$ cat config.mk
export PLATFORM = sky130hd
export DESIGN_NAME = bit_reservoir_step_unit
export DESIGN_NICKNAME = d
export VERILOG_FILES = /design/src/design/brsu_pkg.sv /design/src/design/brsu_core.sv /design/src/design/bit_reservoir_step_unit.sv
export SDC_FILE = /design/constraint.sdc
export NUM_CORES = 1
export LEC_CHECK = 0
export BUFFER_PORTS_ARGS = -buffer_cell sky130_fd_sc_hd__buf_2
export CAP_MARGIN = 15
export CORE_AREA = 5 5 98 118
export CTS_CLUSTER_DIAMETER = 40
export CTS_CLUSTER_SIZE = 28
export DETAILED_ROUTE_END_ITERATION = 12
export DIE_AREA = 0 0 103 123
export GPL_ROUTABILITY_DRIVEN = 0
export PLACE_DENSITY = 0.67
export SKIP_CTS_REPAIR_TIMING = 1
export SLEW_MARGIN = 10
export SYNTH_ARGS = -nofsm -noshare
export SYNTH_HDL_FRONTEND = slang
export SYNTH_SLANG_ARGS = --single-unit
export TNS_END_PERCENT = 10
$ cat constraint.sdc
create_clock -name i_clk -period 11.7 [get_ports i_clk]
set_input_delay 1.17 -clock i_clk [delete_from_list [all_inputs] [get_ports i_clk]]
set_output_delay 1.17 -clock i_clk [all_outputs]
set_load 0.005 [all_outputs]
$ cat src/design/brsu_pkg.sv
// Types, constants and helper functions of the bit reservoir step unit.
package brsu_pkg;

    localparam int BUFFER_BITS = 8;
    localparam int RES_W       = BUFFER_BITS + 1;
    localparam int CNT_W       = $clog2(BUFFER_BITS + 1);
    localparam int VALUE_W     = BUFFER_BITS;
    localparam int SIZE_W      = 4;
    localparam int REQ_W       = 4;

    typedef logic [BUFFER_BITS-1:0] t_buf;
    typedef logic [CNT_W-1:0]       t_cnt;
    typedef logic [RES_W-1:0]       t_res;

    typedef enum logic [1:0] {
        ACT_READ   = 2'd0,
        ACT_UNREAD = 2'd1,
        ACT_UNARY  = 2'd2
    } t_action;

    typedef struct packed {
        logic [1:0]       action;
        t_res             packed_reservoir;
        logic [REQ_W-1:0] bit_count;
        logic             bit_value;
    } t_step_in;

    typedef struct packed {
        logic [VALUE_W-1:0] result_value;
        logic [SIZE_W-1:0]  result_size;
        t_res               next_reservoir;
        logic               res_full;
        logic               need_more;
    } t_step_out;

    // Ones in the n lowest positions.
    function automatic t_buf low_mask(input t_cnt n);
        t_buf m;
        for (int j = 0; j < BUFFER_BITS; j++) begin
            m[j] = (j < n);
        end
        return m;
    endfunction

    // Packs n valid bits under a marker bit; an empty reservoir packs to zero.
    function automatic t_res pack(input t_cnt n, input t_buf b);
        t_res r;
        t_res pad;
        pad = {1'b0, b};
        for (int j = 0; j < RES_W; j++) begin
            r[j] = (j < n) ? pad[j] : ((j == n) && (n != '0));
        end
        return r;
    endfunction

endpackage

$ cat src/design/brsu_core.sv
// Combinational step logic: size decode, bit read, unread and unary scan.
module brsu_core
    import brsu_pkg::*;
(
    input  t_step_in  i_item,
    input  logic      i_msb_first,
    output t_step_out o_result
);

    t_cnt             size;
    t_buf             bits;
    t_cnt             req;
    t_cnt             rest;
    t_buf             match;
    t_cnt             hi;
    t_cnt             lo;
    logic             found;
    logic             bv;

    always_comb begin
        // The highest set bit above position zero is the marker.
        size = '0;
        for (int k = 1; k <= BUFFER_BITS; k++) begin
            if (i_item.packed_reservoir[k]) begin
                size = CNT_W'(k);
            end
        end
        bits  = i_item.packed_reservoir[BUFFER_BITS-1:0] & low_mask(size);
        req   = CNT_W'(i_item.bit_count);
        rest  = size - req;
        bv    = i_item.bit_value;

        for (int j = 0; j < BUFFER_BITS; j++) begin
            match[j] = (j < size) && (bits[j] == bv);
        end
        found = |match;
        hi = '0;
        for (int j = 0; j < BUFFER_BITS; j++) begin
            if (match[j]) begin
                hi = CNT_W'(j);
            end
        end
        lo = '0;
        for (int j = BUFFER_BITS - 1; j >= 0; j--) begin
            if (match[j]) begin
                lo = CNT_W'(j);
            end
        end

        o_result = '0;
        case (i_item.action)
            ACT_READ: begin
                if (size == '0) begin
                    o_result = '0;
                end else if (i_item.bit_count >= SIZE_W'(size)) begin
                    o_result.result_size  = SIZE_W'(size);
                    o_result.result_value = bits;
                end else begin
                    o_result.result_size = i_item.bit_count;
                    if (i_msb_first) begin
                        o_result.result_value   = bits >> rest;
                        o_result.next_reservoir = pack(rest, bits);
                    end else begin
                        o_result.result_value   = bits & low_mask(req);
                        o_result.next_reservoir = pack(rest, bits >> req);
                    end
                end
            end
            ACT_UNREAD: begin
                if (size < CNT_W'(BUFFER_BITS)) begin
                    if (i_msb_first) begin
                        o_result.next_reservoir =
                            pack(size + CNT_W'(1), bits | (t_buf'(bv) << size));
                    end else begin
                        o_result.next_reservoir =
                            pack(size + CNT_W'(1), (bits << 1) | t_buf'(bv));
                    end
                end else begin
                    o_result.res_full       = 1'b1;
                    o_result.next_reservoir = pack(size, bits);
                end
            end
            ACT_UNARY: begin
                if (!found) begin
                    // Ran out of bits before the stop bit.
                    o_result.need_more    = 1'b1;
                    o_result.result_value = VALUE_W'(size);
                end else if (i_msb_first) begin
                    o_result.result_value   = VALUE_W'(CNT_W'(size - CNT_W'(1) - hi));
                    o_result.next_reservoir = pack(hi, bits);
                end else begin
                    o_result.result_value   = VALUE_W'(lo);
                    o_result.next_reservoir =
                        pack(CNT_W'(size - CNT_W'(1) - lo), bits >> (lo + CNT_W'(1)));
                end
            end
            default: begin
                o_result.next_reservoir = pack(size, bits);
            end
        endcase
    end

endmodule

$ cat src/design/bit_reservoir_step_unit.sv
// Top level of the bit reservoir step unit: input register, step logic, result register.
//
//  channel   | handshake                 | payload
//  ----------+---------------------------+-------------------------
//  input     | start / busy              | i_item (t_step_in)
//  result    | o_result_strobe           | o_result (t_step_out)
//  config    | i_cfg_we                  | i_cfg_wdata
//
// One transaction is accepted every cycle; busy stays low.
// A result passes through the input register and then the result register before it is
// shown.
// Synchronous active-low reset clears the valid flags and sets big-endian mode.
// The receiver takes every result in the cycle it is shown.
module bit_reservoir_step_unit
    import brsu_pkg::*;
(
    input  logic      i_clk,
    input  logic      i_rst_n,
    input  logic      start,
    output logic      busy,
    input  t_step_in  i_item,
    input  logic      i_cfg_we,
    input  logic      i_cfg_wdata,
    output logic      o_result_strobe,
    output t_step_out o_result
);

    logic      r_msb_first;
    logic      r_in_vld;
    t_step_in  r_in;
    logic      r_out_vld;
    t_step_out r_out;
    t_step_out n_out;

    assign busy = 1'b0;

    brsu_core u_core (
        .i_item      (r_in),
        .i_msb_first (r_msb_first),
        .o_result    (n_out)
    );

    always_ff @(posedge i_clk) begin
        if (!i_rst_n) begin
            r_msb_first <= 1'b1;
            r_in_vld    <= 1'b0;
            r_out_vld   <= 1'b0;
        end else begin
            if (i_cfg_we) begin
                r_msb_first <= i_cfg_wdata;
            end
            r_in_vld  <= start && !busy;
            r_out_vld <= r_in_vld;
        end
    end

    always_ff @(posedge i_clk) begin
        if (start && !busy) begin
            r_in <= i_item;
        end
        if (r_in_vld) begin
            r_out <= n_out;
        end
    end

    assign o_result_strobe = r_out_vld;
    assign o_result        = r_out;

endmodule

==> results of run 1 <==
==> cell families (layout without fill, tap and decap cells) <==
family                     Yosys count  after routing  synth area share
xor gates and xnor gates            15             15            0.0268
muxes                               17             17            0.0503
buffers and inverters               76             82            0.0723
DFF                                 42             42             0.251
adders and majority gates           21             21            0.0582
AOI/OAI and AO/OA                  225            225             0.323
other                                1              1          0.000765
and+or+nand+nor                    205            205             0.218
==> cell usage after synthesis (11+ instances only) <==
cell type  number  area, µm²
nor2_1         47        176
ha_1           18        225
nand3_1        20        100
nand2b_1       11       68.8
inv_1          24       90.1
clkbuf_1       23       86.3
o21ai_0        42        210
nor3_1         17       85.1
a21oi_1        42        210
edfxtp_1       39       1170
nand2_1        48        180
a31oi_1        16        100
o211ai_1       15        113
==> final timing paths <==
path             from            to  slack [ns]
min           r_in[4]  o_result[14]        0.86
min reg2reg   r_in[4]  o_result[14]        0.86
max          r_in[10]   o_result[8]        5.49
max reg2reg  r_in[10]   o_result[8]        5.49
==> cell type report <==
cell class                 instances  area [µm²]
fill                             990        5140
clock buffer                       5         125
inverter                          27         104
timing repair buffer              48         250
clock inverter                     2        33.8
multi-input combinational        484        3310
tap                              129         161
sequential                        42        1230
==> report_power, final <==
part           internal, µW  switching, µW
sequential              180           21.3
clock                  98.8           59.0
combinational           123            222
==> layer usage <==
layer  GRT usage  up-vias
li1            -     2332
met1       0.329     2356
met4       0.136        0
met3      0.0553       97
met2       0.398      427
met5           0        -
==> critical path, delay by kind of cell (launching register included) <==
family | cells | cell delay, ns
AND/OR/NAND/NOR | 5 | 2.29
AO/OA/AOI/OAI | 6 | 1.31
adder cells (fa/ha/maj) | 3 | 0.82
flip-flops | 1 | 0.69
XOR/XNOR | 1 | 0.45
buffers and inverters | 3 | 0.42
==> registers in the layout, summed over array words and instances, names as in the netlist <==
| register | count |
|---|---|
| o_result | 23 |
| r_in | 16 |
| o_result_strobe | 1 |
| r_in_vld | 1 |
| r_msb_first | 1 |
==> metrics by stage <==
stage	instance area [µm²]	std cells	utilization	total power (µW)	setup slack [ns]
after floorplan	4900	602	-	450	6.92
after global placement	5060	730	0.488	528	5.97
after detailed placement	5060	730	0.488	533	5.74
after CTS	5220	737	0.504	693	5.71
after global routing	5220	737	0.504	734	5.14
final	5220	737	0.504	704	5.49
==> summary.txt, run 1 <==
Run status
  – Status: completed

Logic synthesis
  – Yosys cell types: 93
  – Number of synthesized flops with an enable pin: 39
  – Top FF cell, synth: edfxtp_1
  – Yosys warning count: 0
  – Post-synthesis sequential area ratio: 0.251
  – Synthesized cell area: 4900 µm²
  – #FFs+latches synth: 42
  – Post-Syn Instances: 602
  – Avg Cell Area, Syn: 8.14 µm²
  – Syn nets: 644
  – Ys async rst share: 0

Routing
  – Via density: 7.07
  – Met3 wire length: 1.95 mm
  – Drt pass-1 iters: 7
  – Drt total wl: 16.4 mm
  – Highest routed metal layer: met4
  – M1 WL: 6.18 mm
  – Final ANT Viol Nets: 0
  – Met2 routed WL: 7.25 mm
  – Via Count: 5212
  – 1st-iter DRT viols: 991
  – Drt wl/cell: 22.3 µm
  – # DRC: 0

Placed design
  – Hpwl dp: 11.9 mm
  – Port bufs: 44

Die
  – Die area: 12700 µm²
  – Num rows: 41
  – Core Area: 10400 µm²
  – Die W: 103 µm
  – Die Ht: 123 µm
  – Initial Utilization: 0.473
  – Ports: 46

Timing
  – Period utilization: 0.530
  – Final clock skew: 0.0125 ns
  – Worst slew pin tran: 1.03 ns
  – Final min period: 6.21 ns
  – Setup TNS: 0 ns
  – Rel. slew slack: 0.315
  – Final Setup Violations: 0
  – Worst Hold Slack: 0.861 ns
  – Fmax: 161 MHz
  – RSZ-0062 raised after global routing: false
  – Slew Viols, Final: 0
  – Fin. Hold Viols: 0

Flow run
  – Max Cap Viol: 0

Clocking
  – Htree depth: 2
  – Root buf cell: clkbuf_16
  – Maximum clock path buffer count: 2
  – CTS tree: done
  – Num CTS Buffers: 5
  – Clock slew at reported path FFs: 0.06 ns
  – Sink Count: 42
  – Clock Latency Late Sink: 0.30 ns

Cells and area
  – Layout cell share with drive strength beyond 1: 0.143
  – Final net count: 650
  – Most common cell after layout, fill and taps aside: nand2_1
  – Ant. Diodes: 0
  – Area Growth Syn to Fin: 6.54%
  – Most frequent cells in the layout: nand2_1 (48), nor2_1 (47), buf_2 (44)

Worst setup path
  – CP Capture Type: flop
  – CP required: 11.79 ns
  – Cell Chain, Critical Path: nor2_1 -> a21boi_0 -> nor2_1 -> inv_1 -> ha_1 -> or2_1 -> o211ai_1 -> a222oi_1 -> or2_1 -> inv_4 -> ha_1 -> inv_1 -> fa_1 -> xor2_1 -> nand2_1 -> o41ai_1 -> a31oi_1 -> o32ai_1
  – Startpoint types: flop
  – Slowest CP cell: nor2_1
  – WP data arrival: 6.30 ns
  – Max incr delay on CP: 0.80 ns
  – Worst R2R Path Depth: 18
  – CP Max Fanout: 21
  – Setup Crit Path Kind: flop to flop

GRT
  – GR Overflow Total: 0
  – Vias in the first global route: 4715
  – First-pass GRT wire length: 25.2 mm
  – Initial antenna violation count: 0
  – Largest net degree at the start of global routing: 50
  – GRT Total Usage: 0.256

Power
  – Pwr per Cell Area: 135 nW/µm²
  – Static leakage: 0.00188 µW
  – Worst VDD drop: 0.0581 mV

Worst hold path
  – WHS Path Cells: 2
  – HP Class: flop to flop
Power figures use the tool's default switching activity.
==> run 2, diff against run 1 <==
Settings changed: PLACE_DENSITY 0.67 to 0.69.
Clock period 11.7 ns to 5.6 ns, I/O delays scaled along.
==> run 2 against run 1 <==
Net effect:
- critical path type unchanged
- global-route usage up 1.3 points
- register-to-register slack worse by 5.0 ns
- core utilization increased by 0.69 points
- via count grew 4.1%
- largest power group unchanged
- largest cell class unchanged
==> summary.txt, run 2 (synthesized netlist as in run 1, its figures left out) <==
Worst setup path
  – CP required: 5.63 ns (was 11.79 ns)
  – R2R setup slack: 0.48 ns (was 5.49 ns)
  – Reg2reg start: r_in[7] (was r_in[10])
  – CP Max Fanout: 12 (was 21)
  – WP data arrival: 5.15 ns (was 6.30 ns)
  – FF-to-FF End: o_result[7] (was o_result[8])
  – Setup Crit Path Kind: flop to flop (unchanged)
  – Worst R2R Path Depth: 19 (was 18)
  – CP Capture Type: flop (unchanged)
  – Startpoint types: flop (unchanged)

Cells and area
  – Final Core Density: 0.511 (was 0.504)
  – Largest register FFs: 23 (unchanged)
  – Most frequent cells in the layout: nand2_1 (48), nor2_1 (47), buf_2 (44) (unchanged)
  – Final net count: 662 (was 650)
  – Area Growth Syn to Fin: 7.99% (was 6.54%)
  – Most common cell after layout, fill and taps aside: nand2_1 (unchanged)
  – Layout cell share with drive strength beyond 1: 0.159 (was 0.143)

Timing
  – Fmax: 195 MHz (was 161 MHz)
  – Rel. slew slack: 0.302 (was 0.315)
  – RSZ-0062 raised after global routing: false (unchanged)
  – Period utilization: 0.914 (was 0.530)
  – Final Setup Violations: 0 (unchanged)
  – Final clock skew: 0.00889 ns (was 0.0125 ns)
  – Fin. Hold Viols: 0 (unchanged)
  – Final min period: 5.12 ns (was 6.21 ns)
  – Setup TNS: 0 ns (unchanged)
  – Slew Viols, Final: 0 (unchanged)
  – Worst slew pin tran: 1.04 ns (was 1.03 ns)

Power
  – P_sw: 644 µW (was 302 µW)
  – Pwr per Cell Area: 274 nW/µm² (was 135 nW/µm²)
  – Reg power frac: 0.284 (was 0.286)
  – Worst VDD drop: 0.117 mV (was 0.0581 mV)
  – Int Power: 806 µW (was 401 µW)
  – Switching Fraction: 0.444 (was 0.430)
  – Gate power share: 0.518 (was 0.490)
  – Clock power share: 0.199 (was 0.224)
  – Static leakage: 0.00193 µW (was 0.00188 µW)

Worst hold path
  – HP Class: input pin to flop (was flop to flop)
  – WHS Path Cells: 1 (was 2)
  – Hold Startpoint: i_item[6] (was r_in[4])
  – Worst Hold Path EP: r_in[6] (was o_result[14])

Routing
  – Via density: 7.22 (was 7.07)
  – Final ANT Viol Nets: 0 (unchanged)
  – # DRC: 0 (unchanged)
  – Drt pass-1 iters: 7 (unchanged)
  – Drt wl/cell: 22.9 µm (was 22.3 µm)
  – Drt total wl: 17.2 mm (was 16.4 mm)
  – Via Count: 5424 (was 5212)
  – 1st-iter DRT viols: 1082 (was 991)

Placed design
  – Hpwl dp: 12.3 mm (was 11.9 mm)
  – Port bufs: 44 (unchanged)

GRT
  – Largest net degree at the start of global routing: 50 (unchanged)
  – GR Overflow Total: 0 (unchanged)
  – GRT Total Usage: 0.269 (was 0.256)
  – First-pass GRT wire length: 26.4 mm (was 25.2 mm)
  – Initial antenna violation count: 0 (unchanged)
  – Vias in the first global route: 4974 (was 4715)

Clocking
  – Clock slew at reported path FFs: 0.07 ns (was 0.06 ns)
  – Htree depth: 2 (unchanged)
  – CTS tree: done (unchanged)
  – Maximum clock path buffer count: 2 (unchanged)
  – Sink Count: 42 (unchanged)
  – Num CTS Buffers: 5 (unchanged)
  – Root buf cell: clkbuf_16 (unchanged)
  – Clock Latency Late Sink: 0.30 ns (about the same)

Die
  – Die Ht: 123 µm (unchanged)
  – Ports: 46 (unchanged)
  – Initial Utilization: 0.473 (unchanged)
  – Die W: 103 µm (unchanged)
  – Core Area: 10400 µm² (unchanged)
  – Num rows: 41 (unchanged)
  – Die area: 12700 µm² (unchanged)

Run status
  – Status: completed (unchanged)

Flow run
  – Max Cap Viol: 0 (unchanged)
[run 2: power groups by stage]
stage / sequential [µW] / combinational [µW] / clock (µW)
floorplan: 395 / 544 / 0
global placement: 417 / 702 / 0
detailed placement: 419 / 711 / 0
CTS: 412 / 714 / 292
global route: 416 / 793 / 306
finish: 412 / 750 / 288
[run 2: how the worst max path moves through the flow]
| stage | from | end | slack [ns] | cells past startpoint |
|---|---|---|---|---|
| after floorplan | r_in[13] | o_result[3] | 0.82 | 20 |
| after global placement | r_in[11] | o_result[7] | 0.62 | 19 |
| after detailed placement | r_in[11] | o_result[7] | 0.47 | 19 |
| after CTS | r_in[11] | o_result[7] | 0.44 | 19 |
| after global routing | r_in[7] | o_result[8] | 0.16 | 19 |
| final | r_in[7] | o_result[7] | 0.48 | 19 |
[run 2: metal layers]
layer,global-route usage,routed length (µm),up-vias,part of all wire
met4,0.174,1320,0,0.077
met5,0,0,-,0
met2,0.424,7580,474,0.44
met1,0.334,6230,2459,0.36
li1,-,-,2361,-
met3,0.0474,2050,130,0.12
[run 2: worst max-delay path, stage by stage (launching register included)]
cell and delay (ns):
edfxtp_1 0.52, nand2b_1 0.22, a2111o_1 0.47, and2_1 0.15, buf_4 0.17, inv_1 0.16
ha_1 0.34, nor2_1 0.10, a31oi_1 0.20, o211a_1 0.23, o21ai_0 0.21, a21bo_2 0.31
ha_1 0.28, a21o_1 0.18, a21o_1 0.21, xor2_1 0.38, nand2_1 0.13, nand2_1 0.10
o311ai_1 0.10, a311o_1 0.40
[run 2: final cells by class]
class / count / area (µm²)
Fill cell: 968 / 5070
Multi-Input combinational cell: 484 / 3310
Sequential cell: 42 / 1230
Timing Repair Buffer: 60 / 340
Tap cell: 129 / 161
Clock buffer: 6 / 129
Inverter: 27 / 104
Clock inverter: 2 / 8.76
Antenna cell: 1 / 2.50
[run 2: per-stage QoR]
step                cell area [µm²]  setup slack (ns)  std cells  total power [µW]  hold WS [ns]
floorplan                      4900             0.820        602               939         0.640
global placement               5140             0.623        741              1120         0.737
detailed placement             5140             0.468        741              1130         0.738
CTS                            5280             0.442        749              1420         0.436
global route                   5290             0.155        750              1510         0.437
finish                         5290             0.481        751              1450         0.434
